**config.mk**
```make
export PLATFORM = sky130hd
export DESIGN_NAME = bknn_ctrl
export DESIGN_NICKNAME = d
export VERILOG_FILES = /design/src/design/bknn_pkg.sv /design/src/design/bknn_ctrl.sv
export SDC_FILE = /design/constraint.sdc
export NUM_CORES = 1
export LEC_CHECK = 0
export BUFFER_PORTS_ARGS = -buffer_cell sky130_fd_sc_hd__clkbuf_2
export CAP_MARGIN = 20
export CORE_MARGIN = 5
export CORE_UTILIZATION = 54
export DETAILED_ROUTE_END_ITERATION = 6
export HOLD_SLACK_MARGIN = 0.02
export PLACE_DENSITY_LB_ADDON = 0.15
export SYNTH_ARGS = -nofsm -noshare
export SYNTH_HDL_FRONTEND = slang
export SYNTH_SLANG_ARGS = --single-unit
```
**constraint.sdc**
```tcl
create_clock -name i_clk -period 4.8 [get_ports i_clk]
set_clock_uncertainty 0.2 [all_clocks]
set_input_delay 0.96 -clock i_clk [delete_from_list [all_inputs] [get_ports i_clk]]
set_output_delay 0.96 -clock i_clk [all_outputs]
set_load 0.005 [all_outputs]
```
**src/design/bknn_pkg.sv**
```systemverilog
`timescale 1ns / 1ps

package bknn_pkg;

    localparam int NUM_ENTRIES = 64;
    localparam int VECTOR_BITS = 1024;

    localparam logic OP_WRITE = 1'b0;
    localparam logic OP_QUERY = 1'b1;

    localparam logic [1:0] CFG_NEIGHBOUR_LIMIT = 2'd0;
    localparam logic [1:0] CFG_ENTRIES_IN_USE  = 2'd1;
    localparam logic [1:0] CFG_VOTE_THRESHOLD  = 2'd2;

    typedef struct packed {
        logic        opcode;
        logic [5:0]  entry_index;
        logic [3:0]  word_index;
        logic [63:0] word_data;
    } t_in;

    typedef struct packed {
        logic [3:0]  out_word_index;
        logic [63:0] resonance_word;
        logic [63:0] dissonance_word;
        logic        target_invalid;
        logic        last_word;
    } t_out;

    typedef enum logic [11:0] {
        S_IDLE      = 12'b000000000001,
        S_START     = 12'b000000000010,
        S_SCORE     = 12'b000000000100,
        S_SDRAIN    = 12'b000000001000,
        S_SELINIT   = 12'b000000010000,
        S_SELSCAN   = 12'b000000100000,
        S_SELWAIT   = 12'b000001000000,
        S_SELCOMMIT = 12'b000010000000,
        S_VINIT     = 12'b000100000000,
        S_VSCAN     = 12'b001000000000,
        S_VWAIT     = 12'b010000000000,
        S_VEMIT     = 12'b100000000000
    } t_state;

    typedef struct packed {
        logic accept;
        logic score_issue;
        logic sel_init;
        logic sel_issue;
        logic sel_commit;
        logic vote_init;
        logic vote_issue;
        logic emit;
    } t_cmd;

    typedef struct packed {
        logic search;
        logic ent_last;
        logic wrd_last;
        logic score_busy;
        logic sel_found;
        logic round_last;
        logic out_free;
    } t_stat;

    function automatic logic [6:0] popcount64(input logic [63:0] x);
        logic [6:0] c;
        c = '0;
        for (int b = 0; b < 64; b++) begin
            c = c + 7'(x[b]);
        end
        return c;
    endfunction

endpackage

```
**src/design/bknn_ctrl.sv**
```systemverilog
`timescale 1ns / 1ps

module bknn_ctrl import bknn_pkg::*; (
    input  logic   i_clk,
    input  logic   i_rst_n,
    input  logic   i_in_valid,
    input  logic   i_opcode,
    input  t_stat  i_stat,
    output t_cmd   o_cmd,
    output logic   o_in_stall
);

    t_state r_state, n_state;

    always_ff @(posedge i_clk) begin
        if (!i_rst_n) begin
            r_state <= S_IDLE;
        end else begin
            r_state <= n_state;
        end
    end

    always_comb begin
        n_state = r_state;
        o_cmd   = '0;
        case (r_state)
            S_IDLE: begin
                o_cmd.accept = i_in_valid;
                if (i_in_valid && i_opcode == OP_QUERY) n_state = S_START;
            end
            S_START: begin
                n_state = i_stat.search ? S_SCORE : S_VINIT;
            end
            S_SCORE: begin
                o_cmd.score_issue = 1'b1;
                if (i_stat.ent_last && i_stat.wrd_last) n_state = S_SDRAIN;
            end
            S_SDRAIN: begin
                if (!i_stat.score_busy) n_state = S_SELINIT;
            end
            S_SELINIT: begin
                o_cmd.sel_init = 1'b1;
                n_state = S_SELSCAN;
            end
            S_SELSCAN: begin
                o_cmd.sel_issue = 1'b1;
                if (i_stat.ent_last) n_state = S_SELWAIT;
            end
            S_SELWAIT: begin
                n_state = S_SELCOMMIT;
            end
            S_SELCOMMIT: begin
                o_cmd.sel_commit = 1'b1;
                n_state = (!i_stat.sel_found || i_stat.round_last) ? S_VINIT : S_SELINIT;
            end
            S_VINIT: begin
                o_cmd.vote_init = 1'b1;
                n_state = S_VSCAN;
            end
            S_VSCAN: begin
                o_cmd.vote_issue = 1'b1;
                if (i_stat.ent_last) n_state = S_VWAIT;
            end
            S_VWAIT: begin
                n_state = S_VEMIT;
            end
            S_VEMIT: begin
                if (i_stat.out_free) begin
                    o_cmd.emit = 1'b1;
                    n_state = i_stat.wrd_last ? S_IDLE : S_VINIT;
                end
            end
            default: begin
                n_state = S_IDLE;
            end
        endcase
    end

    assign o_in_stall = (r_state != S_IDLE);

endmodule

```
## After elaboration in Yosys (flattened, before gate mapping)

Index checks and enable logic that the tools add are counted.

| storage, ports and cells | value |
|---|---|
| bits in registers | 12 |
| input port bits | 11 |

| operators by class | value |
|---|---|
| eq/ne operators | 19 |
| mux-type cells | 19 |
| reduce and logical (&&, ||, !) cells | 5 |

Operators with widths:

| cell | number |
|---|---|
| 12-bit one-hot mux with 12 select lines | 1 |
| 12-bit 2-to-1 mux | 6 |
| 9-bit 2-to-1 mux | 3 |
| 12-bit by 1-bit == test with 1-bit output, second input constant | 1 |
| 12-bit by 10-bit == test with 1-bit output, second input constant | 1 |
| 12-bit by 11-bit == test with 1-bit output, second input constant | 1 |
| 12-bit == test, second input constant | 1 |
| 12-bit by 2-bit == test with 1-bit output, second input constant | 1 |
| 12-bit by 3-bit == test with 1-bit output, second input constant | 1 |
| 12-bit by 4-bit == test with 1-bit output, second input constant | 1 |
| 12-bit by 5-bit == test with 1-bit output, second input constant | 1 |
| 12-bit by 6-bit == test with 1-bit output, second input constant | 1 |
| 12-bit by 7-bit == test with 1-bit output, second input constant | 1 |
| 12-bit by 8-bit == test with 1-bit output, second input constant | 1 |
| 12-bit by 9-bit == test with 1-bit output, second input constant | 1 |
| 12-bit by 1-bit != test with 1-bit output, second input constant | 1 |
| 2-bit != test, second input constant | 6 |
| 1-bit 2-to-1 mux | 9 |
| 6-bit AND reduction | 1 |
| 1-bit logical AND | 2 |
| 1-bit logical NOT | 1 |
| 1-bit logical OR | 1 |

## Longest topological paths before layout

Gate-level depths: netlist (run 1).

| logic depth | value |
|---|---|
| word-level depth | 4 |
| depth in mapped cells | 7 |
| mapped depth without buffers | 5 |

## Worst setup path after synthesis (run 1)

Ideal clock, no wire load.

| timing | value |
|---|---|
| kind | register to output |
| from | register r_state[10] |
| to | output port o_cmd[3] (netlist name) |
| arrival | 1.312 ns |
| required time | 3.640 ns |
| slack | 2.328 ns |
| stages on the path, launching flop included | 4 |
| path buffers | 0 |
| cell sequence | dfxtp_1 nor4_2 nand3_1 nor3b_2 |

RTL lines:

| what | line | text |
|---|---|---|
| from (decl) | bknn_ctrl.sv:13 | `t_state r_state, n_state;` |
| from (signal assigned) | bknn_ctrl.sv:19 | `r_state <= n_state;` |
| to (decl) | bknn_ctrl.sv:9 | `output t_cmd o_cmd,` |

==> results of run 1 <==
per-stage QoR:
step / hold WS (ps) / cell area (um^2) / util
2_1_floorplan: 279 / 790 / -
3_5_place_dp: 329 / 888 / 0.666
3_3_place_gp: 298 / 888 / 0.666
6_report: 333 / 911 / 0.683
4_1_cts: 337 / 911 / 0.683
5_1_grt: 375 / 911 / 0.683
power by group through the flow:
stage	Sequential (mW)	Combinational, mW	Clock [mW]
floorplan	0.119	0.0815	0
global placement	0.120	0.113	0
detailed placement	0.122	0.113	0
CTS	0.120	0.115	0.0622
global route	0.123	0.129	0.0677
finish	0.121	0.115	0.0611
final cells by class:
class                   instances  area share
clock buffers                   3      0.0247
well taps                      15      0.0206
flip-flops and latches         12       0.264
repair buffers                 19       0.104
multi-input cells              78       0.578
inverters                       2     0.00824
cell usage after synthesis (all sizes together), types with 2 or more instances:
| cell type | number | area [um^2] |
|---|---|---|
| and2 | 2 | 12.5 |
| nor2b | 3 | 18.8 |
| o21ai | 3 | 15.0 |
| xor2 | 2 | 17.5 |
| and3 | 4 | 25.0 |
| nand3 | 3 | 15.0 |
| buf | 3 | 15.0 |
| nand2 | 12 | 45.0 |
| inv | 2 | 7.51 |
| a211oi | 2 | 15.0 |
| nor3b | 4 | 35.0 |
| nor3 | 3 | 15.0 |
| nor4 | 3 | 37.5 |
| nor2 | 7 | 26.3 |
| dfxtp | 12 | 240 |
| a21oi | 2 | 10.0 |
| nor4b | 9 | 85.1 |
| a32oi | 3 | 26.3 |
layer usage:
layer	wire, um	share of wire
met1	855	0.43
met2	933	0.47
met3	175	0.088
met4	35	0.018
met5	0	0
critical path: cells and delay by family, from the launching register on:
kind	cells	cell delay [ps]
buf+inv	1	150
flops	1	390
simple gates	3	1130
worst max path at each step:
stage | start | end | slack [ps] | cells past startpoint
after floorplan | r_state[10] | o_cmd[3] | 2330 | 3
after global placement | r_state[6] | o_cmd[2] | 2060 | 4
after detailed placement | r_state[8] | o_cmd[3] | 2010 | 4
after CTS | r_state[8] | o_cmd[3] | 1710 | 4
after global routing | r_state[0] | o_cmd[3] | 1540 | 4
final | r_state[8] | o_cmd[3] | 1700 | 4
kinds of logic (layout without fill, tap and decap cells):
| family | after synthesis | after routing | share of synthesized area |
|---|---|---|---|
| DFF | 12 | 12 | 0.304 |
| buffers and inverters | 5 | 24 | 0.0285 |
| muxes | 1 | 1 | 0.0127 |
| xor gates and xnor gates | 3 | 3 | 0.0333 |
| AOI/OAI and AO/OA | 19 | 19 | 0.173 |
| and+or+nand+nor | 55 | 55 | 0.448 |
==> results.py, run 1 <==
metrics = {
    "worst_setup_path": {
        "criticalPathCategory": "register to output pin",
        "crit_fanout": 9,
        "cp.required_ps": 3640,
        "reg2reg_from": "r_state[5]",
        "startpoint_type": "register",
        "cp.arrival_ps": 1940,
        "slowest_delay_ps": 610,
        "slowest_stage": "nor4_2",
        "cp_cell_sequence": "nor4_2 > nand3_1 > nor3b_2 > clkbuf_2",
        "crit_path_end_kind": "output pin",
        "r2r_cells": 5,
        "r2r_setup_slack_ps": 2550,
        "reg2reg_to": "r_state[10]",
    },
    "place": {
        "dpl.hpwl_mm": 1.56,
        "placedCellCount": 126,
        "place_congestion": 0.910,
        "port-buffer-count": 19,
        "pre_cts_ws_ps": 2010,
    },
    "min_path": {
        "hold_class": "register to register",
        "hold_end": "r_state[5]",
        "hold_depth": 2,
        "hp-start": "r_state[5]",
    },
    "timing": {
        "drv_slew": 0,
        "worst_pin_slew_ps": 722,
        "fin_tns_setup_ps": 0,
        "rsz0062_at_grt": "false",
        "hold_violations": 0,
        "slew_headroom": 0.512,
        "fin_ws_ps": 1700,
        "period_share": 0.646,
        "min_period_ps": 3100,
        "setup-violations-final": 0,
        "fmax_ghz": 0.322,
    },
    "global_routing": {
        "grt-ovfl-total": 0,
        "use_met3": 0.0406,
        "global_route.peak_usage_layer": "met2",
        "use_met1": 0.258,
        "grt_max_degree": 10,
        "track_usage": 0.205,
        "grt_pass1_vias": 756,
        "antenna_found_initial": 0,
        "grt_pass1_wl_mm": 3.31,
        "gr-usage-met2": 0.336,
    },
    "routing": {
        "postRouteWirelength_mm": 2.00,
        "routedWlPerCell_um": 15.5,
        "antenna_left": 0,
        "vias_per_cell": 6.47,
        "drt-initial-drc-count": 25,
        "drt_first_pass_iters": 4,
        "drc": 0,
        "vias": 835,
    },
    "clock_network": {
        "ctsHoldBuffers": 0,
        "clk_latency_ps": 260,
        "cts_buffers": 3,
        "clkSlewWorstSetupHoldPaths_ps": 70,
        "h-tree-depth": 1,
        "root_buffer": "clkbuf_4",
        "cts_resized": 0,
        "clock_path_buffers": 2,
        "cts_tree": "done",
        "cts_setup_buffers": 0,
        "cts.sinks": 12,
    },
    "finish": {
        "top_register": "r_state",
        "reg_top3": "r_state x12",
        "diodes": 0,
        "final_common_cell": "clkbuf_2",
        "regArea_um2": 240,
        "fin_nets": 127,
        "num-fill-cells": 131,
        "area_growth_pct": 15.4,
        "drive_gt1_frac": 0.246,
        "multi_input_area_um2": 527,
        "final_cell_mix": "clkbuf_2, nand2_1, dfxtp_1",
        "finalNonFillerCells": 129,
        "largest_reg_flops": 12,
    },
    "floorplanning": {
        "die_h_um": 48.2,
        "rows": 13,
        "die_x_um": 48.2,
        "fp.coreArea_um2": 1330,
        "start_util": 0.592,
        "ios": 20,
        "die_area_um2": 2330,
    },
    "yosys": {
        "synthesis.nets": 106,
        "async_flop_share": 0,
        "ys_types": 36,
        "synth_top_flop_cell": "dfxtp_1",
        "synth-seq-cells": 12,
        "synth.avg_cell_area_um2": 8.31,
        "synth_area_um2": 790,
        "ys_warn_count": 0,
        "synth_edf_count": 0,
        "syn_inst": 95,
        "synth_seq_area_share": 0.304,
    },
    "power_and_ir_drop": {
        "seq_power_share": 0.406,
        "irDropWorstVdd_uv": 199,
        "p_per_area_nw_per_um2": 326,
        "switchingPower_mw": 0.113,
        "switching_share": 0.381,
        "power.internal_mw": 0.184,
        "p_comb_frac": 0.389,
        "finalPower_mw": 0.297,
        "pwr-share-clk": 0.206,
        "p_leak_nw": 0.371,
    },
    "run": {
        "maxCapViolations": 0,
    },
    "run_status": {
        "outcome": "finished, final reports clean",
    },
}
No activity file was read; power rests on OpenSTA's default activity.
==> run 2, diff against run 1 <==
--- a/config.mk
+++ b/config.mk
@@ -8,7 +8,7 @@
 export BUFFER_PORTS_ARGS = -buffer_cell sky130_fd_sc_hd__clkbuf_2
 export CAP_MARGIN = 20
 export CORE_MARGIN = 5
-export CORE_UTILIZATION = 54
+export CORE_UTILIZATION = 50
 export DETAILED_ROUTE_END_ITERATION = 6
 export HOLD_SLACK_MARGIN = 0.02
 export PLACE_DENSITY_LB_ADDON = 0.15
==> constraint.sdc (replaced) <==
create_clock -name i_clk -period 3.1 [get_ports i_clk]
set_clock_uncertainty 0.2 [all_clocks]
set_input_delay 0.62 -clock i_clk [delete_from_list [all_inputs] [get_ports i_clk]]
set_output_delay 0.62 -clock i_clk [all_outputs]
set_load 0.005 [all_outputs]
==> run 2 against run 1 <==
Compared with the run above: core utilization down 6.7 points; critical path type unchanged; clock power up 54%; via count down 0.36%; sequential share of layout area fell by 0.46 points; final area grew 1.8%; largest cell class unchanged.
==> results.py, run 2 (synthesis gave the netlist of run 1 again) <==
metrics = {
    "worst_setup_path": {
        "criticalPathCategory": "register to output pin",
        "slowest_stage": "nor4_2",
        "crit_buf_inv": 1,
        "r2r_setup_slack_ps": 980,
        "slowest_delay_ps": 550,
        "crit_fanout": 7,
        "cp.arrival_ps": 1840,
        "cp_cell_sequence": "nor4_2 > nand3_1 > nor3b_2 > clkbuf_2",
        "path_delay_family": "simple AND/OR/NAND/NOR gates",
        "crit_path_end_kind": "output pin",
        "cp.required_ps": 2280,
        "startpoint_type": "register",
    },
    "routing": {
        "drt-initial-drc-count": 17,
        "antenna_left": 0,
        "drt_first_pass_iters": 4,
        "drc": 0,
        "postRouteWirelength_mm": 1.96,
        "vias_per_cell": 6.30,
        "vias": 832,
        "routedWlPerCell_um": 14.9,
    },
    "global_routing": {
        "grt-ovfl-total": 0,
        "gr-usage-met2": 0.248,
        "antenna_found_initial": 0,
        "grt_pass1_wl_mm": 3.12,
        "grt_max_degree": 10,
        "global_route.peak_usage_layer": "met2",
        "track_usage": 0.158,
        "use_met1": 0.202,
        "use_met3": 0.0452,
        "grt_pass1_vias": 707,
    },
    "timing": {
        "fmax_ghz": 0.376,
        "slew_headroom": 0.595,
        "worst_pin_slew_ps": 599,
        "min_period_ps": 2660,
        "drv_slew": 0,
        "hold_violations": 0,
        "fin_ws_ps": 443,
        "fin_tns_setup_ps": 0,
        "period_share": 0.857,
        "setup-violations-final": 0,
        "rsz0062_at_grt": "false",
    },
    "power_and_ir_drop": {
        "irDropWorstVdd_uv": 434,
        "p_leak_nw": 0.379,
        "finalPower_mw": 0.453,
        "p_per_area_nw_per_um2": 489,
    },
    "floorplanning": {
        "die_area_um2": 2470,
        "die_x_um": 49.7,
        "fp.coreArea_um2": 1510,
        "start_util": 0.524,
        "ios": 20,
        "die_h_um": 49.7,
        "rows": 14,
    },
    "finish": {
        "top_register": "r_state",
        "fin_util": 0.615,
        "fin_nets": 129,
        "final_common_cell": "clkbuf_2",
        "area_growth_pct": 17.4,
        "final_cell_mix": "clkbuf_2, nand2_1, dfxtp_1",
        "reg_top3": "r_state x12",
        "largest_reg_flops": 12,
        "diodes": 0,
        "drive_gt1_frac": 0.259,
    },
    "clock_network": {
        "cts_buffers": 3,
        "clock_path_buffers": 2,
        "cts_setup_buffers": 0,
        "cts_resized": 0,
        "cts_tree": "done",
        "h-tree-depth": 1,
        "clk_latency_ps": 260,
        "clkSlewWorstSetupHoldPaths_ps": 70,
        "ctsHoldBuffers": 0,
        "root_buffer": "clkbuf_4",
        "cts.sinks": 12,
    },
    "min_path": {
        "hold_class": "register to register",
    },
    "place": {
        "dpl.hpwl_mm": 1.55,
        "pre_cts_ws_ps": 719,
        "port-buffer-count": 19,
        "place_congestion": 0.848,
    },
    "run": {
        "maxCapViolations": 0,
    },
    "run_status": {
        "outcome": "finished, final reports clean",
    },
}
==> run 2: per-layer routing <==
metal / up-vias / routed length, um
li1: 414 / -
met1: 381 / 855
met2: 33 / 927
met3: 4 / 142
met4: 0 / 36
met5: - / 0
==> run 2: report_power, final <==
group / switching [mW] / total, mW / internal, mW / leakage, nW
logic: 0.0989 / 0.173 / 0.0743 / 0.268
clock network: 0.0494 / 0.0943 / 0.0449 / 0.0138
registers: 0.0198 / 0.186 / 0.166 / 0.0972
total: 0.168 / 0.453 / 0.285 / 0.379
==> run 2: final cells by class <==
cell class,instances,area [um^2]
fillers,140,579
multi-input cells,78,527
flip-flops and latches,12,240
repair buffers,21,110
clock buffers,3,22.5
well taps,16,20.0
inverters,2,7.51
==> run 2: worst register-to-register path, cell delays in order, from the launching register on <==
cell     delay, ps
dfxtp_1        470
nor4_2          80
buf_4          170
a32oi_1        220
o22ai_1        140
or3_1          520
nor4b_2        240
==> run 2: per-stage QoR <==
step / std cells / hold slack [ps] / area (um^2)
6_report: 132 / 318 / 927
5_1_grt: 132 / 343 / 927
4_1_cts: 132 / 322 / 927
3_5_place_dp: 129 / 313 / 905
3_3_place_gp: 129 / 304 / 905
2_1_floorplan: 95 / 279 / 790
==> run 2: final timing paths <==
path                                  from          to  cells past startpoint
worst max-delay path            r_state[0]    o_cmd[3]                      4
worst min-delay path            r_state[5]  r_state[5]                      2
worst max register to register  r_state[6]  r_state[7]                      6
worst min register to register  r_state[5]  r_state[5]                      2
